## src/rtl/b64d_pkg.sv

```systemverilog
`default_nettype none
// ----------------------------------------------------------------------------
// b64d_pkg
// Shared types, constants and the character classifier of the base64 decoder.
// ----------------------------------------------------------------------------
package b64d_pkg;

  localparam int QUEUE_DEPTH = 4;

  localparam logic [7:0] CH_UPPER_A = 8'h41;
  localparam logic [7:0] CH_UPPER_Z = 8'h5a;
  localparam logic [7:0] CH_LOWER_A = 8'h61;
  localparam logic [7:0] CH_LOWER_Z = 8'h7a;
  localparam logic [7:0] CH_DIGIT_0 = 8'h30;
  localparam logic [7:0] CH_DIGIT_9 = 8'h39;
  localparam logic [7:0] CH_PLUS    = 8'h2b;
  localparam logic [7:0] CH_SLASH   = 8'h2f;

  localparam logic [7:0] LOWER_BASE = 8'd26;
  localparam logic [7:0] DIGIT_BASE = 8'd52;
  localparam logic [5:0] SEXTET_PLUS  = 6'd62;
  localparam logic [5:0] SEXTET_SLASH = 6'd63;

  // Bit 6 set marks a character outside the alphabet
  localparam logic [6:0] SEXTET_NONE = 7'h40;

  // One decoded group handed from the front to the back
  typedef struct packed {
    logic [7:0] b0;
    logic [7:0] b1;
    logic [7:0] b2;
    logic [1:0] count;
    logic       eom;
  } job_t;

  function automatic logic [6:0] sextet_of(input logic [7:0] c);
    logic [6:0] r;
    r = SEXTET_NONE;
    if (c >= CH_UPPER_A && c <= CH_UPPER_Z) begin
      r = {1'b0, 6'(c - CH_UPPER_A)};
    end else if (c >= CH_LOWER_A && c <= CH_LOWER_Z) begin
      r = {1'b0, 6'(c - CH_LOWER_A + LOWER_BASE)};
    end else if (c >= CH_DIGIT_0 && c <= CH_DIGIT_9) begin
      r = {1'b0, 6'(c - CH_DIGIT_0 + DIGIT_BASE)};
    end else if (c == CH_PLUS) begin
      r = {1'b0, SEXTET_PLUS};
    end else if (c == CH_SLASH) begin
      r = {1'b0, SEXTET_SLASH};
    end
    return r;
  endfunction

endpackage
`default_nettype wire

```

## src/rtl/b64d_front.sv

```systemverilog
`default_nettype none
// ----------------------------------------------------------------------------
// b64d_front
// Classifies characters, gathers sextets and builds decoded groups.
// ----------------------------------------------------------------------------
module b64d_front (
  input  wire logic          clk,
  input  wire logic          rst,
  input  wire logic [7:0]    char_code,
  input  wire logic          end_of_message,
  input  wire logic          in_valid,
  output logic               in_ready,
  input  wire logic          q_full,
  output logic               q_push,
  output b64d_pkg::job_t     q_data
);

  logic [5:0] sextet_store [3];
  logic [1:0] group_count;
  logic [1:0] group_count_next;

  logic       accept;
  logic [6:0] sext;
  logic       is_valid;
  logic       group_full;
  logic [2:0] cnt_new;
  logic [5:0] s0, s1, s2, s3;
  logic [1:0] n_bytes;

  assign in_ready   = !q_full;
  assign accept     = in_valid && in_ready;
  assign sext       = b64d_pkg::sextet_of(char_code);
  assign is_valid   = !sext[6];
  assign group_full = is_valid && (group_count == 2'd3);
  assign cnt_new    = is_valid ? ({1'b0, group_count} + 3'd1) : {1'b0, group_count};

  // merge the incoming sextet into the view of the held group
  assign s0 = (is_valid && group_count == 2'd0) ? sext[5:0] : sextet_store[0];
  assign s1 = (is_valid && group_count == 2'd1) ? sext[5:0] : sextet_store[1];
  assign s2 = (is_valid && group_count == 2'd2) ? sext[5:0] : sextet_store[2];
  assign s3 = group_full ? sext[5:0] : 6'd0;

  always_comb begin
    if (group_full) begin
      n_bytes = 2'd3;
    end else if (end_of_message && cnt_new > 3'd1) begin
      n_bytes = 2'(cnt_new - 3'd1);
    end else begin
      n_bytes = 2'd0;
    end
  end

  always_comb begin
    q_data.b0    = {s0, s1[5:4]};
    q_data.b1    = {s1[3:0], s2[5:2]};
    q_data.b2    = {s2[1:0], s3};
    q_data.count = n_bytes;
    q_data.eom   = end_of_message;
  end

  assign q_push = accept && (n_bytes != 2'd0);

  always_comb begin
    group_count_next = group_count;
    if (accept) begin
      if (group_full || end_of_message) begin
        group_count_next = 2'd0;
      end else begin
        group_count_next = cnt_new[1:0];
      end
    end
  end

  always_ff @(posedge clk) begin
    if (rst) begin
      group_count <= 2'd0;
    end else begin
      group_count <= group_count_next;
    end
  end

  always_ff @(posedge clk) begin
    if (accept && is_valid && !group_full) begin
      sextet_store[group_count] <= sext[5:0];
    end
  end

`ifndef SYNTHESIS
  a_eom_clears: assert property (@(posedge clk) disable iff (rst)
    (accept && end_of_message) |=> (group_count == 2'd0))
    else $error("group not cleared after end of message");
`endif

endmodule
`default_nettype wire

```

## src/rtl/b64d_queue.sv

```systemverilog
`default_nettype none
// ----------------------------------------------------------------------------
// b64d_queue
// Short queue of decoded groups between the front and the back.
// ----------------------------------------------------------------------------
module b64d_queue #(
  parameter int DEPTH = b64d_pkg::QUEUE_DEPTH
) (
  input  wire logic           clk,
  input  wire logic           rst,
  input  wire logic           push,
  input  wire b64d_pkg::job_t push_data,
  output logic                full,
  input  wire logic           pop,
  output logic                valid,
  output b64d_pkg::job_t      pop_data
);

  localparam int ADDR_W = (DEPTH > 1) ? $clog2(DEPTH) : 1;

  b64d_pkg::job_t entries [DEPTH];
  logic [ADDR_W:0] wr_ptr;
  logic [ADDR_W:0] rd_ptr;

  assign valid    = (wr_ptr != rd_ptr);
  assign full     = (wr_ptr[ADDR_W] != rd_ptr[ADDR_W]) &&
                    (wr_ptr[ADDR_W-1:0] == rd_ptr[ADDR_W-1:0]);
  assign pop_data = entries[rd_ptr[ADDR_W-1:0]];

  always_ff @(posedge clk) begin
    if (rst) begin
      wr_ptr <= '0;
      rd_ptr <= '0;
    end else begin
      if (push) begin
        wr_ptr <= wr_ptr + 1'b1;
      end
      if (pop) begin
        rd_ptr <= rd_ptr + 1'b1;
      end
    end
  end

  always_ff @(posedge clk) begin
    if (push) begin
      entries[wr_ptr[ADDR_W-1:0]] <= push_data;
    end
  end

`ifndef SYNTHESIS
  a_no_overflow: assert property (@(posedge clk) disable iff (rst)
    push |-> !full)
    else $error("push into full queue");
  a_no_underflow: assert property (@(posedge clk) disable iff (rst)
    pop |-> valid)
    else $error("pop from empty queue");
`endif

endmodule
`default_nettype wire

```

## src/rtl/b64d_back.sv

```systemverilog
`default_nettype none
// ----------------------------------------------------------------------------
// b64d_back
// Takes decoded groups from the queue and sends them out one byte per beat.
// ----------------------------------------------------------------------------
module b64d_back (
  input  wire logic           clk,
  input  wire logic           rst,
  input  wire logic           q_valid,
  input  wire b64d_pkg::job_t q_data,
  output logic                q_pop,
  output logic [7:0]          data_byte,
  output logic                last_of_run,
  output logic                message_done,
  output logic                out_valid,
  input  wire logic           out_ready
);

  b64d_pkg::job_t cur;
  logic           busy;
  logic           busy_next;
  logic [1:0]     idx;
  logic [1:0]     idx_next;

  logic take;
  logic finish;
  logic load;

  assign out_valid    = busy;
  assign last_of_run  = (idx == (cur.count - 2'd1));
  assign message_done = last_of_run && cur.eom;

  always_comb begin
    case (idx)
      2'd0:    data_byte = cur.b0;
      2'd1:    data_byte = cur.b1;
      default: data_byte = cur.b2;
    endcase
  end

  assign take   = out_valid && out_ready;
  assign finish = take && last_of_run;
  // refill straight behind the final beat of a group
  assign load   = q_valid && (!busy || finish);
  assign q_pop  = load;

  always_comb begin
    busy_next = busy;
    idx_next  = idx;
    if (load) begin
      busy_next = 1'b1;
      idx_next  = 2'd0;
    end else if (finish) begin
      busy_next = 1'b0;
    end else if (take) begin
      idx_next = idx + 2'd1;
    end
  end

  always_ff @(posedge clk) begin
    if (rst) begin
      busy <= 1'b0;
      idx  <= 2'd0;
    end else begin
      busy <= busy_next;
      idx  <= idx_next;
    end
  end

  always_ff @(posedge clk) begin
    if (load) begin
      cur <= q_data;
    end
  end

`ifndef SYNTHESIS
  a_group_nonempty: assert property (@(posedge clk) disable iff (rst)
    busy |-> (cur.count != 2'd0 && idx < cur.count))
    else $error("byte index outside group");
`endif

endmodule
`default_nettype wire

```

## src/rtl/base64_stream_decoder_top.sv

```systemverilog
`default_nettype none
// ----------------------------------------------------------------------------
// base64_stream_decoder_top
// Streaming base64 decoder: one character in, decoded bytes out.
// ----------------------------------------------------------------------------
// One character is taken per beat, every cycle while in_ready is high. The
// front classifies it, gathers sextets and pushes each finished group (one to
// three bytes) into a short queue in the cycle of acceptance; the back sends
// one byte per cycle while out_ready is high. A group goes through the queue
// and the back's register before it is sent. Characters outside the alphabet,
// '=' included, are dropped, but their end_of_message flag still flushes the
// held group. in_ready falls only when the queue of QUEUE_DEPTH groups is
// full, which happens when the output side is stalled.
// ----------------------------------------------------------------------------
module base64_stream_decoder_top #(
  parameter int QUEUE_DEPTH = b64d_pkg::QUEUE_DEPTH
) (
  input  wire logic       clk,
  input  wire logic       rst,
  input  wire logic [7:0] char_code,
  input  wire logic       end_of_message,
  input  wire logic       in_valid,
  output logic            in_ready,
  output logic [7:0]      data_byte,
  output logic            last_of_run,
  output logic            message_done,
  output logic            out_valid,
  input  wire logic       out_ready
);

  logic           q_full;
  logic           q_push;
  logic           q_pop;
  logic           q_valid;
  b64d_pkg::job_t q_in;
  b64d_pkg::job_t q_out;

  b64d_front u_front (
    .clk            (clk),
    .rst            (rst),
    .char_code      (char_code),
    .end_of_message (end_of_message),
    .in_valid       (in_valid),
    .in_ready       (in_ready),
    .q_full         (q_full),
    .q_push         (q_push),
    .q_data         (q_in)
  );

  b64d_queue #(
    .DEPTH (QUEUE_DEPTH)
  ) u_queue (
    .clk       (clk),
    .rst       (rst),
    .push      (q_push),
    .push_data (q_in),
    .full      (q_full),
    .pop       (q_pop),
    .valid     (q_valid),
    .pop_data  (q_out)
  );

  b64d_back u_back (
    .clk          (clk),
    .rst          (rst),
    .q_valid      (q_valid),
    .q_data       (q_out),
    .q_pop        (q_pop),
    .data_byte    (data_byte),
    .last_of_run  (last_of_run),
    .message_done (message_done),
    .out_valid    (out_valid),
    .out_ready    (out_ready)
  );

endmodule
`default_nettype wire
```

## config.mk

```make
export PLATFORM = sky130hd
export DESIGN_NAME = base64_stream_decoder_top
export DESIGN_NICKNAME = d
export VERILOG_FILES = /design/src/rtl/b64d_pkg.sv /design/src/rtl/b64d_front.sv /design/src/rtl/b64d_queue.sv /design/src/rtl/b64d_back.sv /design/src/rtl/base64_stream_decoder_top.sv
export SDC_FILE = /design/constraint.sdc
export NUM_CORES = 1
export LEC_CHECK = 0
export ABC_AREA = 1
export ABC_CLOCK_PERIOD_IN_PS = 3500
export BUFFER_PORTS_ARGS = -buffer_cell sky130_fd_sc_hd__buf_2
export CAP_MARGIN = 20
export CORE_ASPECT_RATIO = 0.6
export CORE_MARGIN = 2
export CORE_UTILIZATION = 59
export CTS_CLUSTER_SIZE = 28
export DETAILED_ROUTE_END_ITERATION = 6
export HOLD_SLACK_MARGIN = 0.05
export MAX_ROUTING_LAYER = met4
export PLACE_DENSITY = 0.76
export SYNTH_ARGS = -nofsm -noshare
export SYNTH_HDL_FRONTEND = slang
export SYNTH_HIERARCHICAL = 1
export SYNTH_SLANG_ARGS = --single-unit
```

## constraint.sdc

```tcl
create_clock -name clk -period 3.5 [get_ports clk]
set_input_delay 0.35 -clock clk [delete_from_list [all_inputs] [get_ports clk]]
set_output_delay 0.35 -clock clk [all_outputs]
set_load 0.01 [all_outputs]
```

======== After elaboration in Yosys (flattened, before gate mapping) ========
Memories as Yosys holds them, arrays and structs flattened. A register that Yosys moved wholly into a read port is not among the register bits.
Cells that the tools add are included.
storage, ports and cells
  output and inout port bits .............. 12
  bits in writable memories ............... 126
  memories kept ........................... 2
  logic and storage cells ................. 85
  register bits ........................... 11
memory list
  name                  words  width  rd ports  clocked after Yosys merged registers in  write ports  RTL line          source
  u_queue.entries       4      27     1         1                                        1            b64d_queue.sv:21  b64d_pkg::job_t entries [DEPTH];
  u_front.sextet_store  3      6      3         0                                        1            b64d_front.sv:18  logic [5:0] sextet_store [3];
operators by class
  mux-type cells .......................... 20
  reductions and logical operators ........ 29
  $add $sub $neg .......................... 11
  eq/ne operators ......................... 10
  bitwise gates (word level) .............. 1
  magnitude comparators ................... 7
operator list
  operator             number
  $mux 7               5
  $mux 6               4
  $logic_and 1x1->1    17
  $eq 8x6->1 const B   2
  $ge 8x7->1 const B   2
  $le 8x7->1 const B   2
  $pmux 8 s2           1
  $sub 6x6->6 const B  2
  $ge 8x6->1 const B   1
  $le 8x6->1 const B   1
  $add 3x1->3 const B  2
  $add 6x5->6 const B  1
  $add 6x6->6 const B  1
  $mux 1               6
  $mux 2               3
  $sub 6x1->6 const B  1
  $eq 2x1->1 const B   2
  $eq 2x2->1           2
  $eq 2x2->1 const B   2
  $logic_not 1->1      4
  $logic_not 2->1      2
  $reduce_bool 2->1    2
  $sub 2x1->2 const B  2
  $add 2x1->3 const B  1
  9 further kinds      10

======== Longest topological paths before layout ========
Gate-level depths: netlist of the first run.
  word-level depth ........................ 15
  depth in mapped cells ................... 17
  gate-level depth less buffers ........... 17

======== By module ========
Netlist of the first run, hierarchy kept.
by module, submodules not included
  module      cells an instance  area each (µm²)  times used
  b64d_queue  455                4901.0           1
  b64d_front  232                1739.2           1
  b64d_back   95                 1217.4           1

======== Worst setup path after synthesis of the first run ========
No wires, ideal clock.
  path type ............................... input port to flip-flop
  from .................................... in char_code[3]
  to ...................................... mem u_queue/entries[3][0] in the netlist's numbering (enable)
  data arrival time ....................... 2.427 ns
  library setup time ...................... 0.382 ns
  stages .................................. 15
  slack ................................... 0.691 ns
  path buffers ............................ 1
  path through ............................ clkbuf_2 inv_1 ha_1 nand2_1 nand2_1 nand2_1 nand3_1 nand2_4 nand3_4 nand2_1 nand2_2 nand2_1 a21oi_1 nand2_1 inv_1
between the ends
  cells in the longest elaborated chain, start to end .. 15
RTL lines
  element                                                             RTL line                         source
  start, declared                                                     base64_stream_decoder_top.sv:20  input wire logic [7:0] char_code,
  parallel branches: the longest is 5 deep, another holds $ge 8x6->1  -
  $mux 7 *                                                            b64d_pkg.sv:39                   if (c >= CH_UPPER_A && c <= CH_UPPER_Z) begin
  $mux 3                                                              b64d_front.sv:35                 assign cnt_new = is_valid ? ({1'b0, group_count} + 3'd1) : {1'b0, group_count};
  $gt 3x1->1                                                          b64d_front.sv:46                 end else if (end_of_message && cnt_new > 3'd1) begin
  $logic_and 1x1->1                                                   b64d_front.sv:46
  $mux 2                                                              b64d_front.sv:46
  $mux 2 *                                                            b64d_front.sv:44                 if (group_full) begin
  $reduce_bool 2->1 *                                                 b64d_front.sv:61                 assign q_push = accept && (n_bytes != 2'd0);
  $logic_and 1x1->1 *                                                 b64d_front.sv:61
  net q_push                                                          base64_stream_decoder_top.sv:32  logic q_push;
  $mux 1 *                                                            b64d_queue.sv:45                 if (push) begin
  $mux 1 (not written as such) *                                      b64d_queue.sv:46                 entries[wr_ptr[ADDR_W-1:0]] <= push_data;
  end, declared                                                       b64d_queue.sv:21
Mark *: on every way through the listed nets, which the timed path passes.

======== Worst setup path after layout of the first run ========
  from .................................... in char_code[2]
  to ...................................... mem u_queue/entries[3][25] in the netlist's numbering (enable)
The elaborated chain is that of the path after synthesis.

==> impl_metrics.ini, run 1 <==
[finish]
drive_above_1_share = 0.1280
multiInputGateArea_um2 = 2399
final_cells = 990
fin_nets = 840
nFillCells = 959
diodes = 0
regArea_um2 = 4856
area_growth_pct = 9.968

[setup_path]
crit_arrival_ns = 2.70
r2r-start = u_front/group_count[0]
crit_slowest_cell = buf_4
path_cells = buf_2 -> inv_1 -> ha_1 -> nand2_1 -> nand2_1 -> nand3_1 -> nand2_1 -> nand2_1 -> nand2_2 -> nand3_4 -> nand2_1 -> nand2_2 -> nand2_1 -> a21oi_1 -> nand2_1 -> inv_1 -> buf_4
crit_buf_inv = 4
crit_family = simple AND/OR/NAND/NOR gates
reg2regPathDepth = 9
crit_type = input pin to register
cpMostUsedCell = nand2_1
required_ns = 3.57
reg2reg_slack_ns = 1.23
worstSetupStartpointType = input pin
cp_max_fo = 28
rr_endpoint = u_queue/entries[3][25]
max_stage_delay_ns = 0.36
cp_num_cells = 17
crit_path_end_kind = register

[floorplanning]
rows = 32
core_um2 = 12930
boundaryPins = 25
die_width_um = 153.0
start_util = 0.6076
die-area_um2 = 14290
fp.dieH_um = 93.39

[detailed_routing]
vias = 5141
wire_per_inst_um = 15.31
remaining_drc_errors = 0
viasPerCell = 5.193
wl_um = 15160
drt_iter0_drc = 481
dr.pass1.iters = 5
ant_nets = 0

[cts]
cts-hold-fix-buffers = 0
post_cts_buffers = 0
root_buffer = clkbuf_16
htreeDepth = 4
cts_tree = built
clkSlewWorstSetupHoldPaths_ns = 0.07
clock_latency_ns = 0.42
cts_inserted_buffers = 17
clock_sinks = 166
cts-resized-gates = 0
cts_buffer_depth = 2

[timing]
setup_viol = 0
drv_slew = 0
relSlewSlack = 0.3590
min_period_ns = 2.629
worstMarginPinSlew_ns = 0.9615
finalCritPeriodShare = 0.7512
fmax_ghz = 0.3804
rsz0062_at_grt = false
fin_ws_ns = 0.8709
tns_ns = 0
finalHoldViolCount = 0
clock-skew-final_ns = 0.009846

[yosys]
synthArstFlopShare = 0
synth_cell_type_count = 35
synth_seq_cells = 166
ys.flop_type = edfxtp_1
synth_area_um2 = 7858
synth-seq-area-share = 0.6178
synthCells = 782
yosys_warnings = 6
syn_nets = 815
avgSynthCellArea_um2 = 10.05
synth_edf_count = 153

[grt]
track_usage = 0.2344
grt_max_degree = 93
grt_first_pass_wirelength_um = 24550
first_global_vias = 4826
grt-ovfl-total = 0
antenna_found_initial = 0

[placed_design]
detailed_place_hpwl_um = 9955
port_buffers = 24
pre_cts_ws_ns = 0.4489
placed_cells = 958
place.gp.congestion = 0.8737

[run_status]
status = complete, no violations

[job]
maxCapViolCount = 0

[min_path]
hold_depth = 2
hold_class = input pin to register
worstHoldStart = rst

[pwr]
powerDensity_nw_per_um2 = 675.3
p_leak_uw = 0.003621
vdd_drop_max_v = 0.0004489
==> cells in the final DEF, fill, tap and decap left out, types with 3 or more instances in the layout <==
master / instances
a22oi_1: 8
nand4_1: 3
nand2_4: 6
clkbuf_16: 17
dfxtp_1: 12
o21ai_0: 15
a21oi_1: 11
nor2_2: 6
xor2_1: 7
nand2_2: 9
buf_4: 5
o21ai_1: 10
or2_0: 26
inv_2: 9
o21ai_2: 4
buf_2: 24
nand2_1: 217
inv_6: 5
nand3_1: 44
clkinvlp_4: 4
ha_1: 20
inv_1: 100
edfxtp_1: 153
nor2_1: 79
==> cells in the mapped netlist (3+ instances only) <==
library cell	number	area [µm²]
nand2_1	217	814.5
edfxtp_1	153	4594
inv_1	100	375.4
nor2_1	79	296.5
nand3_1	44	220.2
or2_0	26	162.7
ha_1	20	250.2
o21ai_0	15	75.07
dfxtp_1	13	260.3
a21oi_1	11	55.05
buf_6	10	112.6
o21ai_1	10	50.05
inv_2	9	33.78
nand2_2	9	56.30
a22oi_1	8	60.06
buf_2	8	40.04
xor2_1	7	61.31
nand2_4	6	67.56
nor2_2	6	37.54
buf_4	4	30.03
o21ai_2	4	35.03
nand4_1	3	18.77
==> where the power goes <==
part	internal, µW	switching [µW]	total (µW)
registers	2500	108	2610
clock network	941	817	1760
logic	449	1020	1470
==> per-stage QoR <==
step                      utilization  hold WS, ns  instance area [µm²]  power (µW)
after floorplan                     -       0.4194                 7858        3748
after global placement         0.6243       0.5008                 8074        4028
after detailed placement       0.6243       0.5014                 8074        4096
after CTS                      0.6682       0.1999                 8641        5859
after global routing           0.6682       0.2083                 8641        6168
final                          0.6682       0.2128                 8641        5835
==> state kept, by name (all words and copies together) (netlist names), named ones only <==
name / cells
u_front/sextet_store: 18
u_back/out_valid: 1
u_back/cur: 27
u_queue/wr_ptr: 3
u_queue/entries: 108
u_queue/rd_ptr: 3
u_front/group_count: 2
u_back/idx: 2
==> per-layer routing <==
metal / up-vias / share of wire / global-route usage
li1: 2576 / - / -
met5: - / 0 / -
met3: 14 / 0.063 / 0.04310
met4: 0 / 0.011 / 0.07330
met2: 162 / 0.46 / 0.3636
met1: 2389 / 0.46 / 0.3216
==> worst max path at each step <==
stage	startpoint	end	slack, ns
floorplan	char_code[3]	u_queue/entries[3][0]	0.69
global route	char_code[2]	u_queue/entries[3][25]	0.59
finish	char_code[2]	u_queue/entries[3][25]	0.87
CTS	char_code[2]	u_queue/entries[3][25]	0.88
detailed placement	char_code[2]	u_queue/entries[3][24]	0.45
global placement	char_code[2]	u_queue/entries[3][24]	0.53
==> layout make-up <==
class / count / share of cell area
Inverter: 109 / 0.04735
Multi-Input combinational cell: 482 / 0.2776
Tap cell: 170 / 0.02462
Sequential cell: 166 / 0.5620
Clock buffer: 18 / 0.04967
Clock inverter: 14 / 0.01593
Timing Repair Buffer: 31 / 0.02288
==> kinds of logic after synthesis <==
group	count (synthesis)	synth area share
flops	166	0.6178
xor+xnor	8	0.008918
fa+ha+maj	20	0.03185
simple gates	402	0.2256
compound gates	52	0.03885
buf+inv	134	0.07691
Note: power is estimated with default switching activity, not from simulation.
==> inputs of run 2 (changes only) <==
Settings changed: ABC_CLOCK_PERIOD_IN_PS 3500 to 2600.
Clock period 3.5 ns to 2.6 ns, I/O delays scaled along.
==> impl_metrics.ini, run 2 (same netlist as run 1, synthesis figures left out) <==
[setup_path]
required_ns = 2.34
cp_max_fo = 9
worstSetupStartpointType = register
crit_path_end_kind = output port
crit_arrival_ns = 2.00
crit_type = register to output port

[finish]
multiInputGateArea_um2 = 2399
nFillCells = 946
diodes = 0
regArea_um2 = 4856
final_cell_mix = 217 x nand2_1, 153 x edfxtp_1, 96 x inv_1
area_growth_pct = 12.32
drive_above_1_share = 0.1475
mostFrequentLayoutCell = nand2_1
largest_reg_flops = 108
fin_util = 0.6825
fin_nets = 855

[timing]
tns_ns = 0
finalHoldViolCount = 0
fmax_ghz = 0.4422
worstMarginPinSlew_ns = 0.5058
fin_hold_ws_ns = 0.1240
clock-skew-final_ns = 0.01451
finalCritPeriodShare = 0.8698
setup_viol = 0
rsz0062_at_grt = false
drv_slew = 0
min_period_ns = 2.261
fin_ws_ns = 0.3385
relSlewSlack = 0.6592

[detailed_routing]
wl_um = 15840
wire_per_inst_um = 15.78
dr.pass1.iters = 5
vias = 5257
drt_iter0_drc = 483
remaining_drc_errors = 0
ant_nets = 0
viasPerCell = 5.236

[pwr]
vdd_drop_max_v = 0.0005579
p_leak_uw = 0.003683
powerDensity_nw_per_um2 = 913.2

[grt]
grt_max_degree = 109
first_global_vias = 5078
antenna_found_initial = 0
track_usage = 0.2479
grt_first_pass_wirelength_um = 26180
grt-ovfl-total = 0

[min_path]
hold_class = input pin to register

[cts]
htreeDepth = 4
clock_sinks = 166
clock_latency_ns = 0.43
clkSlewWorstSetupHoldPaths_ns = 0.07
cts_inserted_buffers = 17
post_cts_buffers = 0
cts_tree = built
cts-resized-gates = 0
cts_buffer_depth = 2
cts-hold-fix-buffers = 0
root_buffer = clkbuf_16

[floorplanning]
boundaryPins = 25
die-area_um2 = 14290
rows = 32
core_um2 = 12930
start_util = 0.6076
fp.dieH_um = 93.39
die_width_um = 153.0

[placed_design]
port_buffers = 24
pre_cts_ws_ns = 0.02525
detailed_place_hpwl_um = 10720
place.gp.congestion = 0.8759

[job]
maxCapViolCount = 0

[run_status]
status = complete, no violations
[run 2: worst paths after layout]
| path | startpoint | endpoint | slack, ns | cells after the start |
|---|---|---|---|---|
| hold reg to reg | u_queue/wr_ptr[2] | u_queue/wr_ptr[2] | 0.53 | 2 |
| setup reg to reg | u_front/group_count[0] | u_queue/entries[0][24] | 0.56 | 10 |
| hold / removal | rst | register | 0.12 | 2 |
| setup / recovery | u_back/idx[0] | data_byte[2] | 0.34 | 6 |
[run 2: cell type report]
cell class / count / area share
Clock buffer: 17 / 0.04820
Clock inverter: 14 / 0.01687
Multi-Input combinational cell: 482 / 0.2718
Timing Repair Buffer: 46 / 0.04083
Sequential cell: 166 / 0.5502
Tap cell: 170 / 0.02410
Inverter: 109 / 0.04806
[run 2: critical path: stages (launching register included)]
cell and delay [ns]:
dfxtp_1 0.41, inv_2 0.07, ha_1 0.35, nor2_2 0.40
a22oi_1 0.12, nand2_1 0.10, buf_2 0.13
[run 2: report_power, final]
group	internal [µW]	switching (µW)	leakage, µW
Sequential	3360	109	0.00154
Clock	1420	1050	0.000280
Combinational	683	1440	0.00187
[run 2: per-stage QoR]
stage | cells | cell area, µm² | total power, µW
2_1_floorplan | 782 | 7873 | 5047
3_3_place_gp | 973 | 8252 | 5542
3_5_place_dp | 973 | 8252 | 5639
4_1_cts | 1004 | 8826 | 8097
5_1_grt | 1004 | 8826 | 8505
6_report | 1004 | 8826 | 8060
[run 2: per-layer routing]
| layer | GRT usage | share of wire |
|---|---|---|
| met1 | 0.3531 | 0.49 |
| met5 | - | 0 |
| met3 | 0.04680 | 0.061 |
| met2 | 0.3737 | 0.44 |
| met4 | 0.06481 | 0.011 |
